===== config.mk =====
export PLATFORM = sky130hd
export DESIGN_NAME = pffla_front
export DESIGN_NICKNAME = d
export VERILOG_FILES = /design/src/hdl/pffla_pkg.sv /design/src/hdl/pffla_front.sv
export SDC_FILE = /design/constraint.sdc
export NUM_CORES = 1
export LEC_CHECK = 0
export ABC_AREA = 1
export ABC_CLOCK_PERIOD_IN_PS = 2900
export BUFFER_PORTS_ARGS = -buffer_cell sky130_fd_sc_hd__buf_2
export CAP_MARGIN = 20
export CORE_MARGIN = 2
export CORE_UTILIZATION = 42
export DETAILED_ROUTE_END_ITERATION = 12
export GPL_TIMING_DRIVEN = 0
export PLACE_DENSITY = 0.73
export SLEW_MARGIN = 20
export SYNTH_ARGS = -nofsm -noshare
export SYNTH_HDL_FRONTEND = slang
export SYNTH_SLANG_ARGS = --single-unit

===== constraint.sdc =====
create_clock -name vclk -period 2.9
set_clock_uncertainty 0.15 [all_clocks]
set_input_delay 0.435 -clock vclk [all_inputs]
set_output_delay 0.435 -clock vclk [all_outputs]
set_load 0.01 [all_outputs]

===== src/hdl/pffla_pkg.sv =====
// Shared types and constants of the page-frame free-list allocator.
// No dependencies; every other file but pffla_ram and the assertion header imports it.
package pffla_pkg;

  localparam int unsigned MAX_PAGES  = 65536;
  localparam int unsigned SLOT_W     = $clog2(MAX_PAGES);
  localparam int unsigned FREE_W     = 17;
  localparam int unsigned PAGES_W    = FREE_W + 1;
  localparam int unsigned ADDR_W     = 64;
  localparam int unsigned PAGE_SHIFT = 12;
  localparam int unsigned PFN_W      = ADDR_W - PAGE_SHIFT;
  localparam int unsigned CMDQ_DEPTH = 2;

  typedef enum logic [1:0] {
    FUNC_LOAD  = 2'd0,
    FUNC_ALLOC = 2'd1,
    FUNC_FREE  = 2'd2,
    FUNC_NONE  = 2'd3
  } func_t;

  typedef enum logic [1:0] {
    ST_OK      = 2'd0,
    ST_OOM     = 2'd1,
    ST_IGNORED = 2'd2,
    ST_FULL    = 2'd3
  } status_t;

  typedef enum logic [1:0] {
    CMD_LOAD,
    CMD_ALLOC,
    CMD_FREE,
    CMD_IGNORE
  } cmd_op_t;

  typedef struct packed {
    logic [1:0]        func;
    logic              region_usable;
    logic [ADDR_W-1:0] address;
    logic [ADDR_W-1:0] region_length;
  } item_t;

  typedef struct packed {
    logic [1:0]        status;
    logic [ADDR_W-1:0] page_address;
    logic [FREE_W-1:0] free_pages;
  } result_t;

  // Classified command: page is the first load page or the freed page,
  // pages is the load page count, all ones from 131072 whole pages up.
  typedef struct packed {
    cmd_op_t            op;
    logic [PFN_W-1:0]   page;
    logic [PAGES_W-1:0] pages;
  } cmd_t;

endpackage


===== src/hdl/pffla_front.sv =====
// Front end: accepts input beats and classifies them into commands.
// Depends on pffla_pkg.
module pffla_front (
  input  logic                                push,
  output logic                                full,
  input  pffla_pkg::item_t                    item,
  input  logic [pffla_pkg::ADDR_W-1:0]        offset,
  input  logic                                q_full,
  output logic                                q_push,
  output pffla_pkg::cmd_t                     q_data
);
  import pffla_pkg::*;

  logic [PFN_W-1:0]  len_hi;
  logic              len_frac;
  logic              len_big;
  logic [ADDR_W-1:0] free_phys;

  assign full   = q_full;
  assign q_push = push & ~q_full;

  // Page count rounded up, saturated to all ones from 131072 whole pages up
  assign len_hi   = item.region_length[ADDR_W-1:PAGE_SHIFT];
  assign len_frac = |item.region_length[PAGE_SHIFT-1:0];
  assign len_big  = |len_hi[PFN_W-1:FREE_W];

  // Freed address back to physical
  assign free_phys = item.address - offset;

  // Classify
  always_comb begin
    q_data.op    = CMD_IGNORE;
    q_data.page  = item.address[ADDR_W-1:PAGE_SHIFT];
    q_data.pages = len_big ? '1 : ({1'b0, len_hi[FREE_W-1:0]} + PAGES_W'(len_frac));
    case (item.func)
      FUNC_LOAD: begin
        if (item.region_usable && (item.address != '0)) begin
          q_data.op = CMD_LOAD;
        end
      end
      FUNC_ALLOC: begin
        q_data.op = CMD_ALLOC;
      end
      FUNC_FREE: begin
        if (item.address != '0) begin
          q_data.op   = CMD_FREE;
          q_data.page = free_phys[ADDR_W-1:PAGE_SHIFT];
        end
      end
      default: begin
        q_data.op = CMD_IGNORE;
      end
    endcase
  end

endmodule


# After elaboration in Yosys (flattened, before gate mapping)
# Index checks and enable logic that the tools add are counted.
totals:
  register_bits: 0
  inputBits: 197
op_classes:
  addsub: 2
  n_eq_ne: 2
  mux: 5
  bitwise_logic: 2
  n_reduce_logical: 5
op_table:
  columns: ["cell", "count"]
  rows:
  - ["$reduce_bool 64->1", 1]
  - ["$sub 64x64->64", 1]
  - ["$mux 53", 1]
  - ["$mux 52", 1]
  - ["$reduce_or 35->1", 1]
  - ["$add 17x1->18", 1]
  - ["$mux 18", 1]
  - ["$reduce_or 12->1", 1]
  - ["$pmux 2 s3", 1]
  - ["$eq 2x1->1 const B", 1]
  - ["$eq 2x2->1 const B", 1]
  - ["$logic_not 2->1", 1]
  - ["$mux 2", 1]
  - ["$and 1x1->1", 1]
  - ["$logic_and 1x1->1", 1]
  - ["$not 1->1", 1]

# Depth between registers and ports, before layout
logic_depth:
  ltp_word: 4
  depth_mapped: 17

# Least setup slack after synthesis
# OpenSTA, ideal clock, no wires.
synth_path:
  kind: "input port to output port"
  from: "in offset[14] in the netlist's numbering"
  to: "out q_data[30] in the netlist's numbering"
  arrival_ns: 1.852
  setup_slack_ns: 0.463
  path_stages: 12
  cell_sequence: "inv_1 > ha_1 > nand2_1 > inv_1 > nand2_1 > nand2_1 > a21oi_1 > nor2_1 > nor2_1 > nand2_1 > xnor2_1 > o21ai_0"
synth_lines:
  columns: ["element", "line_no", "rtl"]
  rows:
  - ["from (decl)", "pffla_front.sv:7", "input logic [pffla_pkg::ADDR_W-1:0] offset,"]
  - ["to (decl)", "pffla_front.sv:10", "output pffla_pkg::cmd_t q_data"]

==> impl_results.md <==
- Seq pwr share: 0%
- Critical path capture point type: output port
- Commonest non-fill, non-tap cell in the layout: nand2_1
- Int Pwr: 0.7558 mW
- Post-DR vias/cell: 5.180
- CP max FO: 4
- Cell taking the most area after synthesis: nand2_1
- Worst Hold Class: primary input to output port
- FF+latch area: 0 sq um
- Antenna violations before repair: 0
- Top-area cell type share of the netlist area: 31.43%
- Sw Share: just over 60%
- Number of flip-flops and latches: 0
- Largest cells by area after synthesis: nand2_1 31%, inv_1 19%, ha_1 11%, nand3_1 6.7%, nor2_1 5.9%
- Hold EP: q_push
- Clock buf count: 0
- Core Footprint: 16580 sq um
- Data arrival, critical path: ~2.3 ns
- Site Rows: 47
- Fill count: between 1500 and 2000
- Slew Limit Fails: 0
- Port buffer count: roughly 270
- Vias: 10490
- Power Density: 194.7 nW/um^2
- Switch Pwr: approximately 1.2 mW
- GR Overflow Total: 0
- Overall routing resource usage: 33.63%
- Synth Instances: between 1500 and 2000
- Final-report hold violation count: 0
- Area used by multi-input combinational logic: 7087 sq um
- Routed wire length: 33580 microns
- Grt met1 use: 50.19%
- Total power: ~2.0 mW
- Minimum clock period: 2.870 ns
- Area growth syn-to-layout: 44.10%
- First-pass GRT wire length: 47470 microns
- Critical Path RT: around 2.3 ns
- Final nets: 2068
- Final setup vio count: 0
- Worst hold path cell count: 3
- RSZ-0062 raised after global routing: true
- Syn Nets: approximately 1800
- Worst rel slew slack: between 40% and 50%
- Drt first pass iters: 7
- I/O pin count: 271
- WS Path Type: primary input to output port
- Hold path start: q_full
- # hold bufs at CTS: 0
- Most used routing layer: met2
- Clock Power Share: 0%
- Setup TNS: 0 ns
- Initial DRC Count: 820
- Post-synth cell types: 35
- Max-cap violations: 0
- Post-DP HPWL: 28330 microns
- Comb pwr share: between 90% and 100%
- Share of cells above drive strength 1: 31.69%
- Initial Util: 42.85%
- Avg WL per Cell: 16.58 microns
- Most frequent cells in the layout: 525 x nand2_1, 356 x inv_1, 273 x buf_2
- Met2 Usage GRT: between 50% and 60%
- Routability congestion estimate: 0.9918
- Diodes inserted: 0
- Status: finished clean
- Final ANT Viol Nets: 0
- DRC: 0
- Fin crit share: a little over nine tenths
- Synth Warn #: 0
- Post-synthesis sequential area ratio: 0%
- GR Util met3: 3.628%
- Leakage power: 5.891 nW
- Max Clock Freq: 348.4 MHz
- Worst-Margin Slew: between 0.7 and 0.8 ns
- Peak VDD IR: between 100 and 150 uV
- Die area: 17980 sq um
- Die Width: around 130 microns
- Largest net degree at the start of global routing: 11
- Critical path startpoint category: primary input
- Vias in the first global route: 9174
- Avg Inst Size Synth: 4.657 sq um
- Die Height: 134.1 microns
- Cell area after synthesis: about 7100 sq um
-- power groups by stage --
stage,logic [mW],clock network [mW],registers [mW]
3_3_place_gp,1.58,0,0
4_1_cts,1.63,0,0
2_1_floorplan,0.998,0,0
3_5_place_dp,1.59,0,0
5_1_grt,2.15,0,0
6_report,1.99,0,0
-- per-stage QoR --
step / hold slack, ns / cell area [sq um] / setup slack, ns / cells / util (%)
after global placement: 0.9633 / 8738 / -0.3001 / 2017 / 52.69
after floorplan: 0.7675 / 7107 / 0.4632 / 1526 / -
after CTS: 0.9730 / 8912 / -0.04950 / 2017 / 53.74
after detailed placement: 0.9709 / 8738 / -0.3010 / 2017 / 52.69
after global routing: 0.9859 / 10240 / -0.05576 / 2025 / 61.75
final: 0.9695 / 10240 / 0.02967 / 2025 / 61.75
-- logic make-up (layout without fill, tap and decap cells) --
| kind of cell | count (synthesis) | count (layout) | synth area share [%] |
|---|---|---|---|
| compound gates | 137 | 137 | 10.26 |
| xor+xnor | 24 | 24 | 2.958 |
| fa+ha+maj | 64 | 64 | 11.27 |
| buf+inv | 381 | 660 | 20.55 |
| simple gates | 920 | 920 | 54.96 |
-- metal layers --
metal  up-vias  wire length [microns]
met3        62                   2892
li1       5212                      -
met2       445                  14670
met4         0                    885
met1      4770                  15140
met5         -                      0
-- layout make-up --
class	count	area share (%)
plain buffers	12	0.7575
inverters	369	13.52
multi-input cells	1145	69.20
well taps	220	2.688
repair buffers	279	13.83
-- cell usage after synthesis (3+ instances only) --
cell type  number
nand2_1       595
inv_1         360
nor2_1        112
nand3_1        95
a21oi_1        69
ha_1           64
o21ai_0        31
nor4_1         22
nor2_2         20
o21ai_1        20
nand4_1        18
xnor2_1        17
nor3_1         16
o21bai_1       14
nand2_2        12
inv_2           9
nand3b_1        7
xor2_1          7
or2_2           5
clkbuf_1        4
buf_2           3
buf_4           3
nand3_2         3
nor3_2          3
or2_1           3
-- critical path, cell delays in order --
cell and delay, ns:
buf_2 0.07, inv_1 0.06, ha_4 0.29, nand2_2 0.10
nor2_1 0.19, nand2_1 0.13, a21oi_4 0.22, o21bai_1 0.11
nand2_2 0.13, nand2_2 0.08, nand3b_1 0.08, nand3_1 0.14
nand2_1 0.11, buf_2 0.14
-- worst max-delay path by stage --
stage / from / to / depth (start not counted)
after floorplan: offset[14] / q_data[30] / 12
after global routing: item[9] / q_data[12] / 12
after CTS: offset[6] / q_data[66] / 17
after global placement: item[129] / q_data[38] / 9
final: offset[5] / q_data[40] / 14
after detailed placement: item[129] / q_data[38] / 9
-- what timing repair did --
action / CTS / global route
endpoints found under the setup margin: 45 / 49
cloned: 0 / 0
pin swaps: 0 / 39
gates resized for setup: 52 / 269
buffers inserted: 0 / 8
No activity file was read; power rests on OpenSTA's default activity.
