File: src/hdl/pffla_pkg.sv
// Shared types and constants of the page-frame free-list allocator.
// No dependencies; every other file but pffla_ram and the assertion header imports it.
package pffla_pkg;

  localparam int unsigned MAX_PAGES  = 65536;
  localparam int unsigned SLOT_W     = $clog2(MAX_PAGES);
  localparam int unsigned FREE_W     = 17;
  localparam int unsigned PAGES_W    = FREE_W + 1;
  localparam int unsigned ADDR_W     = 64;
  localparam int unsigned PAGE_SHIFT = 12;
  localparam int unsigned PFN_W      = ADDR_W - PAGE_SHIFT;
  localparam int unsigned CMDQ_DEPTH = 2;

  typedef enum logic [1:0] {
    FUNC_LOAD  = 2'd0,
    FUNC_ALLOC = 2'd1,
    FUNC_FREE  = 2'd2,
    FUNC_NONE  = 2'd3
  } func_t;

  typedef enum logic [1:0] {
    ST_OK      = 2'd0,
    ST_OOM     = 2'd1,
    ST_IGNORED = 2'd2,
    ST_FULL    = 2'd3
  } status_t;

  typedef enum logic [1:0] {
    CMD_LOAD,
    CMD_ALLOC,
    CMD_FREE,
    CMD_IGNORE
  } cmd_op_t;

  typedef struct packed {
    logic [1:0]        func;
    logic              region_usable;
    logic [ADDR_W-1:0] address;
    logic [ADDR_W-1:0] region_length;
  } item_t;

  typedef struct packed {
    logic [1:0]        status;
    logic [ADDR_W-1:0] page_address;
    logic [FREE_W-1:0] free_pages;
  } result_t;

  // Classified command: page is the first load page or the freed page,
  // pages is the load page count, all ones from 131072 whole pages up.
  typedef struct packed {
    cmd_op_t            op;
    logic [PFN_W-1:0]   page;
    logic [PAGES_W-1:0] pages;
  } cmd_t;

endpackage

File: src/hdl/pffla_cmd_fifo.sv
// Short command queue between the front end and the back end.
// Depends on pffla_pkg.
module pffla_cmd_fifo (
  input  logic            clk,
  input  logic            rst,
  input  logic            push,
  input  pffla_pkg::cmd_t wr_data,
  output logic            full,
  input  logic            pop,
  output pffla_pkg::cmd_t rd_data,
  output logic            valid
);
  import pffla_pkg::*;

  localparam int unsigned PTR_W = (CMDQ_DEPTH > 1) ? $clog2(CMDQ_DEPTH) : 1;
  localparam int unsigned CNT_W = $clog2(CMDQ_DEPTH + 1);

  cmd_t             entries [CMDQ_DEPTH];
  logic [PTR_W-1:0] wr_ptr;
  logic [PTR_W-1:0] rd_ptr;
  logic [CNT_W-1:0] count;
  logic             do_push;
  logic             do_pop;

  assign full    = (count == CNT_W'(CMDQ_DEPTH));
  assign valid   = (count != '0);
  assign rd_data = entries[rd_ptr];
  assign do_push = push & ~full;
  assign do_pop  = pop & valid;

  // Store entries
  always_ff @(posedge clk) begin
    if (do_push) begin
      entries[wr_ptr] <= wr_data;
    end
  end

  // Advance pointers and count
  always_ff @(posedge clk) begin
    if (rst) begin
      wr_ptr <= '0;
      rd_ptr <= '0;
      count  <= '0;
    end else begin
      if (do_push) begin
        wr_ptr <= (wr_ptr == PTR_W'(CMDQ_DEPTH - 1)) ? '0 : wr_ptr + 1'b1;
      end
      if (do_pop) begin
        rd_ptr <= (rd_ptr == PTR_W'(CMDQ_DEPTH - 1)) ? '0 : rd_ptr + 1'b1;
      end
      if (do_push && !do_pop) begin
        count <= count + 1'b1;
      end else if (do_pop && !do_push) begin
        count <= count - 1'b1;
      end
    end
  end

endmodule

File: config.mk
export PLATFORM = sky130hd
export DESIGN_NAME = pffla_cmd_fifo
export DESIGN_NICKNAME = d
export VERILOG_FILES = /design/src/hdl/pffla_pkg.sv /design/src/hdl/pffla_cmd_fifo.sv
export SDC_FILE = /design/constraint.sdc
export NUM_CORES = 1
export LEC_CHECK = 0
export ABC_CLOCK_PERIOD_IN_PS = 2800
export BUFFER_PORTS_ARGS = -buffer_cell sky130_fd_sc_hd__buf_2
export CELL_PAD_IN_SITES_DETAIL_PLACEMENT = 1
export CELL_PAD_IN_SITES_GLOBAL_PLACEMENT = 2
export CORE_ASPECT_RATIO = 1.5
export CORE_MARGIN = 1.5
export CORE_UTILIZATION = 34
export DETAILED_ROUTE_END_ITERATION = 8
export GPL_TIMING_DRIVEN = 0
export PLACE_DENSITY_LB_ADDON = 0.1
export SETUP_SLACK_MARGIN = 0.2
export SYNTH_ARGS = -nofsm -noshare
export SYNTH_HDL_FRONTEND = slang
export SYNTH_SLANG_ARGS = --single-unit
File: constraint.sdc
create_clock -name clk -period 2.8 [get_ports clk]
set_input_delay 0.28 -clock clk [delete_from_list [all_inputs] [get_ports clk]]
set_output_delay 0.28 -clock clk [all_outputs]
set_load 0.01 [all_outputs]
# Word-level counts from Yosys, hierarchy flattened
# Memories as Yosys holds them, arrays and structs flattened. A register that Yosys moved wholly into a read port is not among the register bits.
# Cells that the tools add are included.
# totals
out_inout_bits	74
mem_bits_rw	144
regBits	4
input_bits	76
wordCells	26
n_memories	1
# op_classes
reduce_logical	6
addsub	4
n_eq_ne	1
muxes	8
bitwise	3
# mem_list
memory	words	width	rd	rd_clocked_by_memory_dff	wr	line	source
entries	2	72	1	1	1	pffla_cmd_fifo.sv:18	cmd_t entries [CMDQ_DEPTH];
# op_table
op	count
2-to-1 mux 1 bit	6
2-to-1 mux 2 bit	2
nonzero test 2 bit	2
adder 1 bit, second input constant	2
adder 2 x 1 -> 2 bit, second input constant	1
AND 1 bit	2
equality test 2 bit, second input constant	1
logical AND 1 bit	2
logical NOT 1 bit	2
subtractor 2 x 1 -> 2 bit, second input constant	1
inverter 1 bit	1

# Depth between registers and ports, before layout
# depth
word_depth	7
ltp_mapped	6
mapped_depth_nobuf	6

# Worst setup path before layout
# OpenSTA, ideal clock, no wires.
# synth_timing
path_kind	reg-to-reg
start	reg count[1]
end	mem entries[1][0] (netlist name) (enable)
t_required_ns	2.362
t_arrival_ns	2.314
stages_incl_launch_ff	4
setup_slack_ns	0.048
synth_period_minus_slack_ns	2.752
setup_ns	0.438
cell_sequence	dfxtp_1 nor2b_2 nor2_1 and2_1
# synth_via
elab_chain_len	5
# synth_rtl
element	line	source
start, declared	pffla_cmd_fifo.sv:21	logic [CNT_W-1:0] count;
start signal, assigned	pffla_cmd_fifo.sv:52	count <= count + 1'b1;
start signal, assigned	pffla_cmd_fifo.sv:54	count <= count - 1'b1;
equality test 2 bit	pffla_cmd_fifo.sv:25	assign full = (count == CNT_W'(CMDQ_DEPTH));
via full	pffla_cmd_fifo.sv:8	output logic full,
inverter 1 bit	pffla_cmd_fifo.sv:28	assign do_push = push & ~full;
AND 1 bit	pffla_cmd_fifo.sv:28	
2-to-1 mux 1 bit	pffla_cmd_fifo.sv:33	if (do_push) begin
2-to-1 mux 1 bit (not written as such)	pffla_cmd_fifo.sv:34	entries[wr_ptr] <= wr_data;
end, declared	pffla_cmd_fifo.sv:18	
# The timed path passes the listed nets, and every way through them passes these cells.

# Worst setup path in the final report
# layout_timing
start	reg count[1]
end	mem entries[0][57] (netlist name) (enable)
# layout_via
elab_chain_len	5
# layout_rtl
element	line
equality test 2 bit	pffla_cmd_fifo.sv:25
inverter 1 bit	pffla_cmd_fifo.sv:28
AND 1 bit	pffla_cmd_fifo.sv:28
2-to-1 mux 1 bit	pffla_cmd_fifo.sv:33
2-to-1 mux 1 bit (not written as such)	pffla_cmd_fifo.sv:34
# Every way passes these cells.

==> results_dict.tcl <==
set metrics [dict create \
    status "finished, final reports clean" \
    power.share.clock 0.327 \
    detail_route.wl_per_cell_um 16.7 \
    gp_congestion 0.646 \
    dp_hpwl_mm 7.06 \
    tightest_slew_ps 901 \
    finalSetupTns_ps 0 \
    cp.arrival_ps 2400 \
    synth-main-ff-cell "edfxtp_1" \
    critical_path_buf_inv_count 2 \
    synth-edff-count 144 \
    worstPathRequired_ps 2950 \
    power.density_nw_per_um2 936 \
    postCtsResizedCells 0 \
    hold_viol 0 \
    io_pins 150 \
    grt_antenna_before_repair 0 \
    first_iter_violations 101 \
    final_antenna_net_count 0 \
    synthCells 249 \
    sw_frac_of_total 0.275 \
    synth_compound_area_frac 0.00463 \
    p_leak_nw 2.61 \
    std_cell_rows 56 \
    synth_mux_area_frac 0.150 \
    intPower_mw 4.77 \
    dieArea_um2 16700 \
    rsz0062_at_grt "false" \
    total_power_mw 6.57 \
    start_kind "flop" \
    fillers 1572 \
    grt_max_degree 45 \
    synth_fa_ha_area_frac 0.00231 \
    hp-class "in -> reg" \
    nNetsFinal 496 \
    fmax_ghz 0.443 \
    htree_levels 4 \
    cts_made_buffers 17 \
    period_needed_ps 2260 \
    drv_cap 0 \
    syn_area_per_cell_um2 21.7 \
    numClockSinks 149 \
    whs_ps 52.9 \
    stdcell_count 635 \
    cts-root-buf "clkbuf_16" \
    synth_top_family_by_area "multiplexers" \
    postCtsSetupBuffers 0 \
    cts_tree "built" \
    clock_skew_ps 6.08 \
    drive_above_1_share 0.611 \
    synthSimpleGateAreaFrac 0.00903 \
    power_frac_seq 0.437 \
    period_share 0.806 \
    finalSetupViolCount 0 \
    initial_core_util 0.346 \
    p_switching_mw 1.80 \
    async_flop_share 0 \
    ys_ff_latch 149 \
    slowest_delay_ps 720 \
    grt_pass1_wl_mm 16.1 \
    worst_slack_ps 543 \
    drc 0 \
    critPathSlowestCell "clkinvlp_4" \
    path_clk_slew_ps 70 \
    crit_fanout 37 \
    path_class "reg -> reg" \
    die_height_um 157 \
    syn_area_um2 5410 \
    die_w_um 106 \
    vias_per_cell 4.44 \
    synth_cell_types 15 \
    drt_pass1_iterations 4 \
    synthTopCellsByArea "edfxtp_1 80%, mux2_2 15%, dfxtp_1 1.9%" \
    synth_top_area_share 0.800 \
    grt_util_all_layers 0.132 \
    slew_headroom 0.398 \
    synth_top_area_cell "edfxtp_1" \
    grt_pass1_vias 3030 \
    clockBufferDepth 2 \
    crit_chain "nor2b_2, or3_1, clkinvlp_4, buf_12" \
    synth_most_common_cell "edfxtp_1" \
    seq_area_frac_synth 0.819 \
    vdd_ir_drop_max_mv 0.386 \
    finalMaxSlewViolations 0 \
    cts_hold_repair.buffers 0 \
    clock_latency_ps 410 \
    io_buffers 149 \
    pre_cts_ws_ps 482 \
    gr-total-overflow 0 \
    dpl.cell_count 603 \
    synthXorXnorAreaFrac 0.00486 \
    critPathTopFamily "buffers and inverters" \
    critPathCaptureType "flop" \
    drt_wl_total_mm 10.6 \
    yosysWarnings 0 \
    core_um2 15600 \
    p_comb_frac 0.235 \
    dr_total_vias 2817 \
    antenna_cells 0 \
    syn-num-nets 326 \
    synthTopCellsByCount "144 x edfxtp_1, 72 x mux2_2, 5 x dfxtp_1" \
    areaGrowthSynthToFinish_pct 29.8 \
]
[cells in the final DEF, fill, tap and decap left out]
cell type / n
clkinv_1: 1
or3_1: 2
a21oi_1: 2
nor2_1: 4
clkbuf_1: 2
and2_4: 1
clkbuf_16: 17
inv_6: 5
clkinvlp_4: 5
edfxtp_1: 144
bufinv_16: 1
nor2b_2: 1
clkinv_4: 2
dfxtp_1: 5
or2_2: 1
o21ai_0: 3
xor2_1: 3
mux2_2: 72
buf_16: 1
ha_1: 1
inv_1: 1
buf_4: 4
buf_2: 153
buf_12: 1
[per-stage QoR]
stage	instance area, µm²	utilization
after floorplan	5410	-
after global placement	6410	0.410
after detailed placement	6460	0.413
after CTS	7020	0.449
after global routing	7020	0.449
final	7020	0.449
[final cells by class]
| cell class | count | area [µm²] | area share |
|---|---|---|---|
| Tap cell | 203 | 254 | 0.0362 |
| Buffer | 8 | 50.0 | 0.00713 |
| Inverter | 2 | 11.3 | 0.00160 |
| Multi-Input combinational cell | 90 | 926 | 0.132 |
| Timing Repair Buffer | 151 | 793 | 0.113 |
| Sequential cell | 149 | 4420 | 0.631 |
| Clock inverter | 13 | 125 | 0.0178 |
| Clock buffer | 19 | 433 | 0.0617 |
[sequential cells by signal, summed over array words and instances, names as in the netlist, named ones only]
| register | flops |
|---|---|
| entries | 144 |
| count | 2 |
| rd_ptr | 1 |
| wr_ptr | 1 |
[worst reg2reg max path: cells and delay by family (launching register included)]
kind	cells	cell delay [ps]
buf+inv	2	1220
flops	1	370
simple gates	2	390
[path summary, 6_finish.rpt]
| check | start | endpoint | slack, ps | cells past startpoint |
|---|---|---|---|---|
| worst max register to register | count[1]$_SDFFE_PP0P_ | entries[0][57]$_DFFE_PP_ | 540 | 4 |
| worst min-delay path | wr_data[2] | entries[1][2]$_DFFE_PP_ | 50 | 1 |
| worst min register to register | wr_ptr$_SDFFE_PP0N_ | wr_ptr$_SDFFE_PP0N_ | 490 | 2 |
| worst max-delay path | count[1]$_SDFFE_PP0P_ | entries[0][57]$_DFFE_PP_ | 540 | 4 |
[routing by layer]
metal,GRT usage,routed length (µm)
met1,0.138,3930
met2,0.238,5960
met3,0.0381,508
met4,0.0734,204
met5,0,0
[power by group through the flow]
stage	Sequential (mW)	Combinational [mW]	Clock, mW
after floorplan	2.91	0.969	0
after global placement	2.93	1.55	0
after detailed placement	2.92	1.60	0
after CTS	2.88	1.60	2.21
after global routing	2.90	1.69	2.28
final	2.87	1.55	2.15
[kinds of logic after synthesis]
kind of cell,Yosys count
buf+inv,10
flops,149
simple gates,9
compound gates,5
fa+ha+maj,1
xor+xnor,3
mux,72
No activity file was read; power rests on OpenSTA's default activity.
